$ cat src/sv/sutbl_pkg.sv
package sutbl_pkg;

    // fixed widths of the word fields
    localparam int KIND_BITS   = 3;
    localparam int KEY_BITS    = 32;
    localparam int STATUS_BITS = 2;
    localparam int POS_BITS    = 6;
    localparam int COUNT_BITS  = 7;

    // defaults for the top level parameters
    localparam int CAPACITY_DEF   = 64;
    localparam int VALUE_BITS_DEF = 32;

    typedef enum logic [KIND_BITS-1:0] {
        KIND_INSERT  = 3'd0,
        KIND_DELETE  = 3'd1,
        KIND_LOOKUP  = 3'd2,
        KIND_REPLACE = 3'd3,
        KIND_CLEAR   = 3'd4
    } kind_t;

    typedef enum logic [STATUS_BITS-1:0] {
        STATUS_OK       = 2'd0,
        STATUS_NOTFOUND = 2'd1,
        STATUS_DUP      = 2'd2,
        STATUS_FULL     = 2'd3
    } status_t;

    typedef enum logic [2:0] {
        ST_IDLE,
        ST_START,
        ST_SCAN,
        ST_DEL_SETUP,
        ST_DEL,
        ST_INS_SETUP,
        ST_INS,
        ST_FINISH
    } state_t;

    // result of the shared compare unit
    typedef struct packed {
        logic less;
        logic equal;
    } cmp_res_t;

endpackage

$ cat src/sv/sorted_unique_value_table.sv
// lookup scans the stored entries from slot 0 until it meets one that is not below the key;
// delete then shifts the entries above the found slot down, insert shifts them up; replace
// scans twice (new value, then key) and, when the key is found and the new value is not
// stored, shifts down and then up. clear and unused kinds go straight to the response.
// throughput: one word at a time; a new word is taken once the last one has
// reached the response register. the single ram port pair sets the pace.
// reset (rst_n, async, low): table empty, no response pending; ram not cleared
module sorted_unique_value_table #(
    parameter int CAPACITY   = sutbl_pkg::CAPACITY_DEF,
    parameter int VALUE_BITS = sutbl_pkg::VALUE_BITS_DEF
) (
    input  logic                                   clk,
    input  logic                                   rst_n,
    input  logic                                   req_valid,
    output logic                                   req_ready,
    input  logic [sutbl_pkg::KIND_BITS-1:0]        kind,
    input  logic signed [sutbl_pkg::KEY_BITS-1:0]  key,
    input  logic signed [sutbl_pkg::KEY_BITS-1:0]  new_value,
    output logic                                   rsp_valid,
    input  logic                                   rsp_ready,
    output logic [sutbl_pkg::STATUS_BITS-1:0]      status,
    output logic                                   found,
    output logic [sutbl_pkg::POS_BITS-1:0]         position,
    output logic [sutbl_pkg::COUNT_BITS-1:0]       entry_count
);

    import sutbl_pkg::*;

    // stored value width: low bits of the key fields, taken as signed
    localparam int VW = (VALUE_BITS < KEY_BITS) ? VALUE_BITS : KEY_BITS;
    // ram address width and counter width (counter must hold CAPACITY)
    localparam int AW = $clog2(CAPACITY);
    localparam int CW = $clog2(CAPACITY + 1);
    localparam logic [CW-1:0] CAP_C = CW'(CAPACITY);

    // sequencer
    state_t state_reg, state_next;

    // latched request word
    kind_t                kind_reg;
    logic signed [VW-1:0] key_reg;
    logic signed [VW-1:0] nv_reg;

    // working registers
    logic          pass_reg, pass_next;       // replace: 0 scans new value, 1 scans key
    logic          dup_reg, dup_next;         // replace: new value already stored
    logic [CW-1:0] q_reg, q_next;             // replace: slot of new value in old table
    logic [CW-1:0] ptr_reg, ptr_next;         // scan index or shift destination
    logic [CW-1:0] ins_pos_reg, ins_pos_next; // where the new value lands
    logic [CW-1:0] count_reg, count_next;     // number of stored values
    logic signed [VW-1:0] ins_val_reg, ins_val_next;

    // result being built
    status_t       res_status_reg, res_status_next;
    logic          res_found_reg, res_found_next;
    logic [CW-1:0] res_pos_reg, res_pos_next;

    // response register
    logic                   rsp_valid_reg;
    status_t                status_reg;
    logic                   found_reg;
    logic [POS_BITS-1:0]    position_reg;
    logic [COUNT_BITS-1:0]  entry_count_reg;

    // ram port signals
    logic                 wr_en;
    logic [AW-1:0]        wr_addr;
    logic signed [VW-1:0] wr_data;
    logic [AW-1:0]        rd_addr;
    logic signed [VW-1:0] rd_data;

    // compare unit
    logic signed [VW-1:0] target;
    cmp_res_t             cmp_res;

    // decode helpers
    logic          req_fire;
    logic          rsp_load;
    logic [CW-1:0] ptr_inc;
    logic [CW-1:0] ptr_dec;
    logic [CW-1:0] repl_pos;
    logic          in_range;
    logic          scan_more;
    logic          hit;
    logic          full;
    logic          dn_more;
    logic          up_more;

    sutbl_ram #(
        .WIDTH (VW),
        .DEPTH (CAPACITY)
    ) u_ram (
        .clk     (clk),
        .wr_en   (wr_en),
        .wr_addr (wr_addr),
        .wr_data (wr_data),
        .rd_addr (rd_addr),
        .rd_data (rd_data)
    );

    // first replace pass looks for the new value, every other scan for the key
    assign target = (kind_reg == KIND_REPLACE && !pass_reg) ? nv_reg : key_reg;

    sutbl_cmp #(
        .VW (VW)
    ) u_cmp (
        .a   (rd_data),
        .b   (target),
        .res (cmp_res)
    );

    assign req_ready = (state_reg == ST_IDLE);
    assign req_fire  = req_valid && req_ready;
    assign rsp_load  = (state_reg == ST_FINISH) && (!rsp_valid_reg || rsp_ready);

    assign ptr_inc = ptr_reg + CW'(1);
    assign ptr_dec = ptr_reg - CW'(1);

    // rd_data holds entry ptr_reg during a scan; entries past count never match
    assign in_range  = (ptr_reg < count_reg);
    assign scan_more = in_range && cmp_res.less;
    assign hit       = in_range && cmp_res.equal;
    assign full      = (count_reg == CAP_C);

    // delete moves entries down one slot, insert moves them up one slot
    assign dn_more = (ptr_inc < count_reg);
    assign up_more = (ptr_reg > ins_pos_reg);

    // replace: slot of the new value once the old key is gone
    assign repl_pos = (q_reg > ptr_reg) ? (q_reg - CW'(1)) : q_reg;

    // next state
    always_comb
    begin
        state_next = state_reg;
        unique case (state_reg)
            ST_IDLE:
            begin
                if (req_valid)
                begin
                    if (kind == KIND_CLEAR || kind > KIND_REPLACE)
                    begin
                        state_next = ST_FINISH;
                    end
                    else
                    begin
                        state_next = ST_START;
                    end
                end
            end
            ST_START:
            begin
                state_next = ST_SCAN;
            end
            ST_SCAN:
            begin
                if (!scan_more)
                begin
                    unique case (kind_reg)
                        KIND_INSERT:  state_next = (hit || full) ? ST_FINISH : ST_INS_SETUP;
                        KIND_DELETE:  state_next = hit ? ST_DEL_SETUP : ST_FINISH;
                        KIND_REPLACE:
                        begin
                            if (!pass_reg)
                            begin
                                state_next = ST_START;
                            end
                            else
                            begin
                                state_next = (!dup_reg && hit) ? ST_DEL_SETUP : ST_FINISH;
                            end
                        end
                        default:      state_next = ST_FINISH;
                    endcase
                end
            end
            ST_DEL_SETUP:
            begin
                state_next = ST_DEL;
            end
            ST_DEL:
            begin
                if (!dn_more)
                begin
                    state_next = (kind_reg == KIND_REPLACE) ? ST_INS_SETUP : ST_FINISH;
                end
            end
            ST_INS_SETUP:
            begin
                state_next = ST_INS;
            end
            ST_INS:
            begin
                if (!up_more)
                begin
                    state_next = ST_FINISH;
                end
            end
            ST_FINISH:
            begin
                if (rsp_load)
                begin
                    state_next = ST_IDLE;
                end
            end
            default:
            begin
                state_next = ST_IDLE;
            end
        endcase
    end

    // datapath control and working register updates
    always_comb
    begin
        pass_next       = pass_reg;
        dup_next        = dup_reg;
        q_next          = q_reg;
        ptr_next        = ptr_reg;
        ins_pos_next    = ins_pos_reg;
        ins_val_next    = ins_val_reg;
        count_next      = count_reg;
        res_status_next = res_status_reg;
        res_found_next  = res_found_reg;
        res_pos_next    = res_pos_reg;
        wr_en           = 1'b0;
        wr_addr         = AW'(ptr_reg);
        wr_data         = rd_data;
        rd_addr         = '0;

        unique case (state_reg)
            ST_IDLE:
            begin
                if (req_fire)
                begin
                    pass_next       = 1'b0;
                    dup_next        = 1'b0;
                    res_status_next = STATUS_OK;
                    res_found_next  = 1'b0;
                    res_pos_next    = '0;
                    if (kind == KIND_CLEAR)
                    begin
                        count_next = '0;
                    end
                end
            end
            ST_START:
            begin
                // entry 0 is read this cycle
                ptr_next = '0;
            end
            ST_SCAN:
            begin
                if (scan_more)
                begin
                    ptr_next = ptr_inc;
                    rd_addr  = AW'(ptr_inc);
                end
                else
                begin
                    unique case (kind_reg)
                        KIND_INSERT:
                        begin
                            if (hit)
                            begin
                                res_status_next = STATUS_DUP;
                                res_found_next  = 1'b1;
                                res_pos_next    = ptr_reg;
                            end
                            else if (full)
                            begin
                                res_status_next = STATUS_FULL;
                            end
                            else
                            begin
                                ins_pos_next = ptr_reg;
                                ins_val_next = key_reg;
                                res_pos_next = ptr_reg;
                            end
                        end
                        KIND_DELETE, KIND_LOOKUP:
                        begin
                            // delete keeps ptr_reg as the first slot to refill
                            if (hit)
                            begin
                                res_found_next = 1'b1;
                                res_pos_next   = ptr_reg;
                            end
                            else
                            begin
                                res_status_next = STATUS_NOTFOUND;
                            end
                        end
                        KIND_REPLACE:
                        begin
                            if (!pass_reg)
                            begin
                                q_next    = ptr_reg;
                                dup_next  = hit;
                                pass_next = 1'b1;
                            end
                            else if (dup_reg)
                            begin
                                res_status_next = STATUS_DUP;
                                res_found_next  = hit;
                                res_pos_next    = hit ? ptr_reg : '0;
                            end
                            else if (hit)
                            begin
                                res_found_next = 1'b1;
                                ins_pos_next   = repl_pos;
                                ins_val_next   = nv_reg;
                                res_pos_next   = repl_pos;
                            end
                            else
                            begin
                                res_status_next = STATUS_NOTFOUND;
                            end
                        end
                        default:
                        begin
                            res_status_next = STATUS_OK;
                        end
                    endcase
                end
            end
            ST_DEL_SETUP:
            begin
                rd_addr = AW'(ptr_inc);
            end
            ST_DEL:
            begin
                // rd_data holds entry ptr_reg + 1, it drops into ptr_reg
                if (dn_more)
                begin
                    wr_en    = 1'b1;
                    wr_addr  = AW'(ptr_reg);
                    wr_data  = rd_data;
                    ptr_next = ptr_inc;
                    rd_addr  = AW'(ptr_reg + CW'(2));
                end
                else
                begin
                    count_next = count_reg - CW'(1);
                end
            end
            ST_INS_SETUP:
            begin
                rd_addr  = AW'(count_reg - CW'(1));
                ptr_next = count_reg;
            end
            ST_INS:
            begin
                // rd_data holds entry ptr_reg - 1, it moves up into ptr_reg
                if (up_more)
                begin
                    wr_en    = 1'b1;
                    wr_addr  = AW'(ptr_reg);
                    wr_data  = rd_data;
                    ptr_next = ptr_dec;
                    rd_addr  = AW'(ptr_reg - CW'(2));
                end
                else
                begin
                    wr_en      = 1'b1;
                    wr_addr    = AW'(ins_pos_reg);
                    wr_data    = ins_val_reg;
                    count_next = count_reg + CW'(1);
                end
            end
            ST_FINISH:
            begin
                rd_addr = '0;
            end
            default:
            begin
                rd_addr = '0;
            end
        endcase
    end

    // control state
    always_ff @(posedge clk or negedge rst_n)
    begin
        if (!rst_n)
        begin
            state_reg     <= ST_IDLE;
            count_reg     <= '0;
            rsp_valid_reg <= 1'b0;
        end
        else
        begin
            state_reg <= state_next;
            count_reg <= count_next;
            if (rsp_load)
            begin
                rsp_valid_reg <= 1'b1;
            end
            else if (rsp_ready)
            begin
                rsp_valid_reg <= 1'b0;
            end
        end
    end

    // payload and working registers
    always_ff @(posedge clk)
    begin
        if (req_fire)
        begin
            kind_reg <= kind_t'(kind);
            key_reg  <= key[VW-1:0];
            nv_reg   <= new_value[VW-1:0];
        end
        pass_reg       <= pass_next;
        dup_reg        <= dup_next;
        q_reg          <= q_next;
        ptr_reg        <= ptr_next;
        ins_pos_reg    <= ins_pos_next;
        ins_val_reg    <= ins_val_next;
        res_status_reg <= res_status_next;
        res_found_reg  <= res_found_next;
        res_pos_reg    <= res_pos_next;
        if (rsp_load)
        begin
            status_reg      <= res_status_reg;
            found_reg       <= res_found_reg;
            position_reg    <= POS_BITS'(res_pos_reg);
            entry_count_reg <= COUNT_BITS'(count_reg);
        end
    end

    assign rsp_valid   = rsp_valid_reg;
    assign status      = status_reg;
    assign found       = found_reg;
    assign position    = position_reg;
    assign entry_count = entry_count_reg;

endmodule

$ cat src/sv/sutbl_ram.sv
module sutbl_ram #(
    parameter int WIDTH = 32,
    parameter int DEPTH = 64
) (
    input  logic                     clk,
    input  logic                     wr_en,
    input  logic [$clog2(DEPTH)-1:0] wr_addr,
    input  logic [WIDTH-1:0]         wr_data,
    input  logic [$clog2(DEPTH)-1:0] rd_addr,
    output logic [WIDTH-1:0]         rd_data
);

    logic [WIDTH-1:0] mem [DEPTH];

    always_ff @(posedge clk)
    begin
        if (wr_en)
        begin
            mem[wr_addr] <= wr_data;
        end
        rd_data <= mem[rd_addr];
    end

endmodule

$ cat src/sv/sutbl_cmp.sv
module sutbl_cmp #(
    parameter int VW = 32
) (
    input  logic signed [VW-1:0] a,
    input  logic signed [VW-1:0] b,
    output sutbl_pkg::cmp_res_t  res
);

    import sutbl_pkg::*;

    // two's complement signed compare of a stored entry against the search target
    always_comb
    begin
        res.less  = (a < b);
        res.equal = (a == b);
    end

endmodule

$ cat config.mk
export PLATFORM = sky130hd
export DESIGN_NAME = sorted_unique_value_table
export DESIGN_NICKNAME = d
export VERILOG_FILES = /design/src/sv/sutbl_pkg.sv /design/src/sv/sorted_unique_value_table.sv /design/src/sv/sutbl_ram.sv /design/src/sv/sutbl_cmp.sv
export SDC_FILE = /design/constraint.sdc
export NUM_CORES = 2
export LEC_CHECK = 0
export BUFFER_PORTS_ARGS = -buffer_cell sky130_fd_sc_hd__clkbuf_2
export CORE_ASPECT_RATIO = 1.1
export CORE_UTILIZATION = 55
export CTS_CLUSTER_SIZE = 24
export DETAILED_ROUTE_END_ITERATION = 12
export PLACE_DENSITY = 0.74
export SLEW_MARGIN = 5
export SYNTH_ARGS = -nofsm -noshare
export SYNTH_HDL_FRONTEND = slang
export SYNTH_SLANG_ARGS = --single-unit
$ cat constraint.sdc
create_clock -name clk -period 7.3 [get_ports clk]
set_input_delay 0 -clock clk [delete_from_list [all_inputs] [get_ports clk]]
set_output_delay 0 -clock clk [all_outputs]
set_load 0.005 [all_outputs]
== Word-level counts from Yosys, hierarchy flattened ==
Memory sizes are Yosys's and may differ from the RTL's. A register that Yosys moved wholly into a read port is not among the register bits.
Index checks and enable logic that the tools add are counted.

* Register bits: 158
* Memories kept: 1
* Bits in writable memories: 2048
* Logic and storage cells: 185

* Order comparisons: 6
* Reductions and logical operators: 31
* Add/sub/neg operators: 7
* Bitwise operators: 2
* Equality and inequality tests: 37
* Mux-type cells: 82

{| class="wikitable"
|+ Memories
! memory !! depth !! width !! rd ports !! clocked after Yosys merged registers in !! write ports !! RTL line !! source
|-
| u_ram.mem || 64 || 32 || 1 || 1 || 1 || sutbl_ram.sv:13 || <nowiki>logic [WIDTH-1:0] mem [DEPTH];</nowiki>
|}

{| class="wikitable"
|+ Operator list
! kind !! count
|-
| 32-bit 2-to-1 mux || 8
|-
| 7-bit 2-to-1 mux || 13
|-
| 6-bit 2-to-1 mux || 12
|-
| 32-bit one-hot mux with 2 select lines || 1
|-
| 7-bit one-hot mux with 5 select lines || 1
|-
| 32-bit equality test || 1
|-
| 32-bit less-than comparator || 1
|-
| 2-bit != test (second input constant) || 15
|-
| 6-bit one-hot mux with 5 select lines || 1
|-
| 3-bit 2-to-1 mux || 9
|-
| 5-bit AND reduction || 5
|-
| 3-bit one-hot mux with 8 select lines || 1
|-
| 7-bit one-hot mux with 3 select lines || 1
|-
| 7-bit by 1-bit subtractor with 7-bit output (second input constant) || 3
|-
| 2-bit 2-to-1 mux || 9
|-
| 6-bit one-hot mux with 3 select lines || 1
|-
| 8-bit AND reduction || 2
|-
| 3-bit equality test (second input constant) || 5
|-
| 1-bit 2-to-1 mux || 15
|-
| 7-bit by 1-bit adder with 7-bit output (second input constant) || 2
|-
| 7-bit > comparator || 2
|-
| 7-bit less-than comparator || 2
|-
| 7-bit one-hot mux with 2 select lines || 1
|-
| 3-bit by 2-bit equality test with 1-bit output (second input constant) || 4
|-
| other kinds (25) || 50
|}

== Depth between registers and ports, before layout ==
* Depth in word-level cells: 11
* Gate-level depth with buffers: 22

== By module ==
From an unflattened synthesis, not the netlist that was laid out.

* Cells, all modules: 4359
* Area, all modules: 88292.2 um^2

{| class="wikitable"
|+ Modules (own cells, without submodules)
! module !! instances !! area an instance (um^2) !! cells an instance
|-
| sutbl_ram || 1 || 79039.6 || 3511
|-
| sorted_unique_value_table || 1 || 8431.8 || 735
|-
| sutbl_cmp || 1 || 820.8 || 113
|}

== Least setup slack after synthesis ==
OpenSTA, ideal clock, no wires.

* Kind: register to register
* Start: reg kind_reg[2]
* End: reg u_ram.rd_data[30] (read register of u_ram.mem)
* Clock period less this slack: 4822 ps
* Setup time: 134 ps
* Arrival: 4688 ps
* Stages on the path, launching flop included: 19
* Path slack: 2478 ps
* Required time: 7166 ps
* Cell sequence: edfxtp_1 -> nand3b_1 -> nor2_1 -> clkbuf_1 -> mux2i_1 -> ha_1 -> nand4_1 -> nor4_2 -> o21ai_1 -> a31oi_2 -> o221a_1 -> buf_6 -> buf_2 -> buf_1 -> mux2i_1 -> a32oi_1 -> nand4_1 -> nand2_1 -> or4_1

* Cells in the longest elaborated chain, start to end: 7

{| class="wikitable"
|+ RTL lines
! item !! RTL line !! source
|-
| from (decl) || sorted_unique_value_table.sv:40 || <nowiki>kind_t kind_reg;</nowiki>
|-
| from (signal assigned) || sorted_unique_value_table.sv:411 || <nowiki>kind_reg <= kind_t'(kind);</nowiki>
|-
| 3-bit by 2-bit equality test with 1-bit output || sorted_unique_value_table.sv:102 || <nowiki>assign target = (kind_reg == KIND_REPLACE && !pass_reg) ? nv_reg : key_reg;</nowiki>
|-
| 1-bit logical AND || sorted_unique_value_table.sv:102 ||
|-
| 32-bit 2-to-1 mux || sorted_unique_value_table.sv:102 ||
|-
| 32-bit less-than comparator || sutbl_cmp.sv:14 || <nowiki>res.less = (a < b);</nowiki>
|-
| 1-bit logical AND || sorted_unique_value_table.sv:121 || <nowiki>assign scan_more = in_range && cmp_res.less;</nowiki>
|-
| 6-bit 2-to-1 mux || sorted_unique_value_table.sv:254 || <nowiki>if (scan_more)</nowiki>
|-
| 6-bit one-hot mux with 5 select lines || sorted_unique_value_table.sv:231 || <nowiki>unique case (state_reg)</nowiki>
|-
| to (decl) || sutbl_ram.sv:10 || <nowiki>output logic [WIDTH-1:0] rd_data</nowiki>
|}

No other way between the ends.
A chain may end at the register's enable or synchronous reset.

== Worst setup path in the final report ==
* Start: reg kind_reg[2]
* End: reg u_ram.rd_data[27] (read register of u_ram.mem)

Same word-level chain as after synthesis.

==> metrics.md <==
| Metric | Value |
|---|---|
| Outcome | finished, final reports clean |
| Reported leakage power | 0.0344 uW |
| Floorplan row count | 154 |
| Post-Route Utilization | 63.0% |
| Relative slew slack | 14.4% |
| Timing-limited maximum frequency | 148 MHz |
| Number of nets produced by synthesis | 6658 |
| Max Root-Sink Buffers | 3 |
| Avg Vias per Cell | 6.56 |
| Crit path DAT | 7.51 ns |
| CTS tree | built |
| CTS H-tree depth | 4 |
| Number of antenna violations at the first check in global routing | 22 |
| Buffers added on ports | 88 |
| Least setup slack across all paths after layout | 0.558 ns |
| Unrepaired setup endpoints after global routing | no |
| Required time at the endpoint of the critical path | 8.06 ns |
| Most area-consuming cells after synthesis | sky130_fd_sc_hd__edfxtp_1, sky130_fd_sc_hd__nand2_1, sky130_fd_sc_hd__nand3_1, sky130_fd_sc_hd__a21oi_1, sky130_fd_sc_hd__mux2i_1 |
| Global-route wire length before repair | 378 mm |
| Power density of the placed cells | 497 nW/um^2 |
| Signed area change from the synthesized netlist to the final layout | 13.4% |
| Count of flip-flops with a built-in enable after synthesis | 2195 |
| Average cell area after synthesis | 13.7 sq um |
| Finished layout cell area | 101000 sq um |
| Dominant cell by count in the synthesized netlist | sky130_fd_sc_hd__edfxtp_1 |
| Maximum capacitance violations | 0 |
| Slew at the pin closest to its max-slew limit | 1.28 ns |
| Drt first pass iters | 7 |
| Total Neg Setup Slack | 0 ns |
| Startpoint kind of the worst setup timing path | flop |
| Maximum fanout along the worst path | 110 |
| Post-CTS clock slew at the launch and capture registers of the worst setup and hold paths | 0.07 ns |
| Largest net degree at the start of global routing | 138 |
| DR DRC count | 0 |
| Async SR Flop Fraction | 0.492% |
| Worst VDD drop | 0.771 mV |
| Number of flip-flops in the largest register | 2048 |
| Type of the worst min-delay path | primary input to flop |
| Ports placed on the boundary | 89 |
| Routed wire per std cell | 29.1 um |
| Number of global-route vias before repair | 56800 |
| Clock latency at the later pin of the worst-skew pair | 0.89 ns |
| Synth cell types | 83 |
| Most used DFF post-synth | sky130_fd_sc_hd__edfxtp_1 |
| Core area | 161000 sq um |
| Y dimension of the die | 425 um |
| Number of endpoints failing setup at the final stage | 0 |
| Final-report hold violation count | 0 |
| Max-slew violation count | 0 |
| Placement-stage worst setup slack | 0.706 ns |
| Post-route ant nets | 0 |
| Kind of critical path | flop to flop |
| Total via count after detailed routing | 59500 |
| Cell types with the highest counts after synthesis | sky130_fd_sc_hd__edfxtp_1, sky130_fd_sc_hd__nand2_1, sky130_fd_sc_hd__nand3_1 |
| DR iter-0 viols | 9247 |
| Cell taking the most area after synthesis | sky130_fd_sc_hd__edfxtp_1 |
| Biggest register | u_ram.mem |
| Setup crit end kind | flop |
| Half-perimeter wire length of the detailed placement result | 149 mm |
| Global-route total usage across every layer | 31.9% |
| Clock Tree Root | sky130_fd_sc_hd__clkbuf_16 |
| Worst hold slack | 0.0518 ns |
| Mapped cell area | 89300 sq um |
| Final setup skew | 0.0537 ns |
| Post-synthesis register bit count | 2238 |
| Die area | 164000 sq um |
| Period minus WS final | 6.74 ns |
| Share of the clock period used by the worst path | 92.4% |
| Final routed wirelength across all metal layers | 264 mm |
| NumNets Final | 6908 |
| GRT overflow | 0 |
| Top cell type's share of synthesized area | 73.8% |
| Total number of clock tree sinks | 2238 |
| RD Place Congestion | 0.949 |
| Die boundary width | 386 um |
| Proportion of layout cells with a drive suffix above 1 | 10.8% |
| Instance area at placement | 93300 sq um |
| Starting density of the core | 55.6% |
| Register area share after synthesis | 74.8% |
| Inserted Clock Buffers | 206 |
| Warnings, synthesis | 0 |
| Gate count after technology mapping | 6520 |
cell type report:
class	instances	area, sq um
well taps	2106	2640
fillers	11300	59400
diodes	13	32.5
repair buffers	450	3940
flip-flops and latches	2238	66800
multi-input cells	3840	21100
clock inverters	121	1120
inverters	34	128
clock buffers	267	5490
final timing paths:
path | start | to | slack, ns | cells past startpoint
max in group asynchronous | rst_n | rsp_valid | 6.71 | 3
setup reg to reg | kind_reg[2] | u_ram.rd_data[27] | 0.56 | 16
hold reg to reg | res_pos_reg[4] | position[4] | 0.42 | 0
setup / recovery | kind_reg[2] | u_ram.rd_data[27] | 0.56 | 16
hold / removal | key[29] | key_reg[29] | 0.05 | 2
min in group asynchronous | rst_n | state_reg[0] | 0.23 | 3
placed cells by master (no fill, tap or decap), types with 27 or more instances in the layout:
cell type	synthesis	final
sky130_fd_sc_hd__clkbuf_2	0	88
sky130_fd_sc_hd__o21ai_1	34	33
sky130_fd_sc_hd__dlygate4sd3_1	0	137
sky130_fd_sc_hd__nand3_1	476	476
sky130_fd_sc_hd__and3_1	69	68
sky130_fd_sc_hd__nand2_1	1575	1575
sky130_fd_sc_hd__buf_4	11	190
sky130_fd_sc_hd__clkinv_1	2	53
sky130_fd_sc_hd__mux2i_1	161	161
sky130_fd_sc_hd__mux2_2	34	34
sky130_fd_sc_hd__inv_1	31	31
sky130_fd_sc_hd__nor2_4	0	68
sky130_fd_sc_hd__dfxtp_1	32	32
sky130_fd_sc_hd__nand4_1	111	111
sky130_fd_sc_hd__a22oi_1	122	122
sky130_fd_sc_hd__clkbuf_1	212	53
sky130_fd_sc_hd__clkbuf_16	0	208
sky130_fd_sc_hd__edfxtp_1	2195	2195
sky130_fd_sc_hd__a211oi_1	40	40
sky130_fd_sc_hd__a21oi_1	324	320
sky130_fd_sc_hd__buf_12	0	35
sky130_fd_sc_hd__clkinv_2	0	31
sky130_fd_sc_hd__or4_1	33	33
sky130_fd_sc_hd__o311ai_0	27	27
sky130_fd_sc_hd__a31oi_1	107	107
sky130_fd_sc_hd__nor2_1	221	151
sky130_fd_sc_hd__ha_1	67	67
sky130_fd_sc_hd__o21ai_0	103	103
sky130_fd_sc_hd__a32oi_1	102	102
sky130_fd_sc_hd__o211ai_1	36	36
metrics by stage:
stage	power, uW	instances
final	50400	9069
after global placement	38600	8531
after detailed placement	39000	8531
after global routing	51800	9059
after CTS	49600	9056
after floorplan	30200	6520
worst max-delay path, cell delays in order (launching register included):
cell                       delay (ns)
sky130_fd_sc_hd__edfxtp_1        0.49
sky130_fd_sc_hd__nand3b_1        0.28
sky130_fd_sc_hd__nor2_4          0.48
sky130_fd_sc_hd__buf_4           0.30
sky130_fd_sc_hd__mux2i_1         0.11
sky130_fd_sc_hd__ha_1            0.35
sky130_fd_sc_hd__nand4_1         0.17
sky130_fd_sc_hd__nor4_2          0.44
sky130_fd_sc_hd__nor2_1          0.17
sky130_fd_sc_hd__a31oi_2         0.48
sky130_fd_sc_hd__o221a_4         1.03
sky130_fd_sc_hd__buf_12          0.50
sky130_fd_sc_hd__mux2i_1         0.27
sky130_fd_sc_hd__a32oi_1         0.07
sky130_fd_sc_hd__nand4_1         0.16
sky130_fd_sc_hd__nand3_1         0.53
sky130_fd_sc_hd__or4_1           0.72
routing by layer:
| layer | vias up | GRT usage (%) | wire, um | share of wire [%] |
|---|---|---|---|---|
| met5 | - | 0 | 117 | 0.044 |
| met4 | 18 | 18.7 | 17600 | 6.7 |
| met3 | 901 | 7.97 | 34100 | 13 |
| met2 | 4410 | 49.3 | 122000 | 46 |
| met1 | 29200 | 41.0 | 90600 | 34 |
| li1 | 25000 | - | - | - |
cells by family (layout without fill, tap and decap cells):
kind of cell | Yosys count | after routing | synth area share, %
DFF | 2238 | 2238 | 74.8
xor gates and xnor gates | 22 | 22 | 0.216
and+or+nand+nor | 2569 | 2569 | 12.3
other | 0 | 13 | 0
AOI/OAI and AO/OA | 987 | 987 | 7.21
buffers and inverters | 442 | 872 | 2.24
muxes | 195 | 195 | 2.23
adders and majority gates | 67 | 67 | 0.938
where the power goes:
group | internal, uW | switching, uW
Combinational | 5520 | 16400
Clock | 5830 | 4810
Sequential | 17200 | 555
Total | 28500 | 21800
timing repair:
| action | CTS | global route |
|---|---|---|
| resized for setup | 0 | 0 |
| buffers inserted | 0 | 0 |
| hold endpoints to repair | 90 | 0 |
| hold buffers | 137 | 0 |
Power figures use the tool's default switching activity.
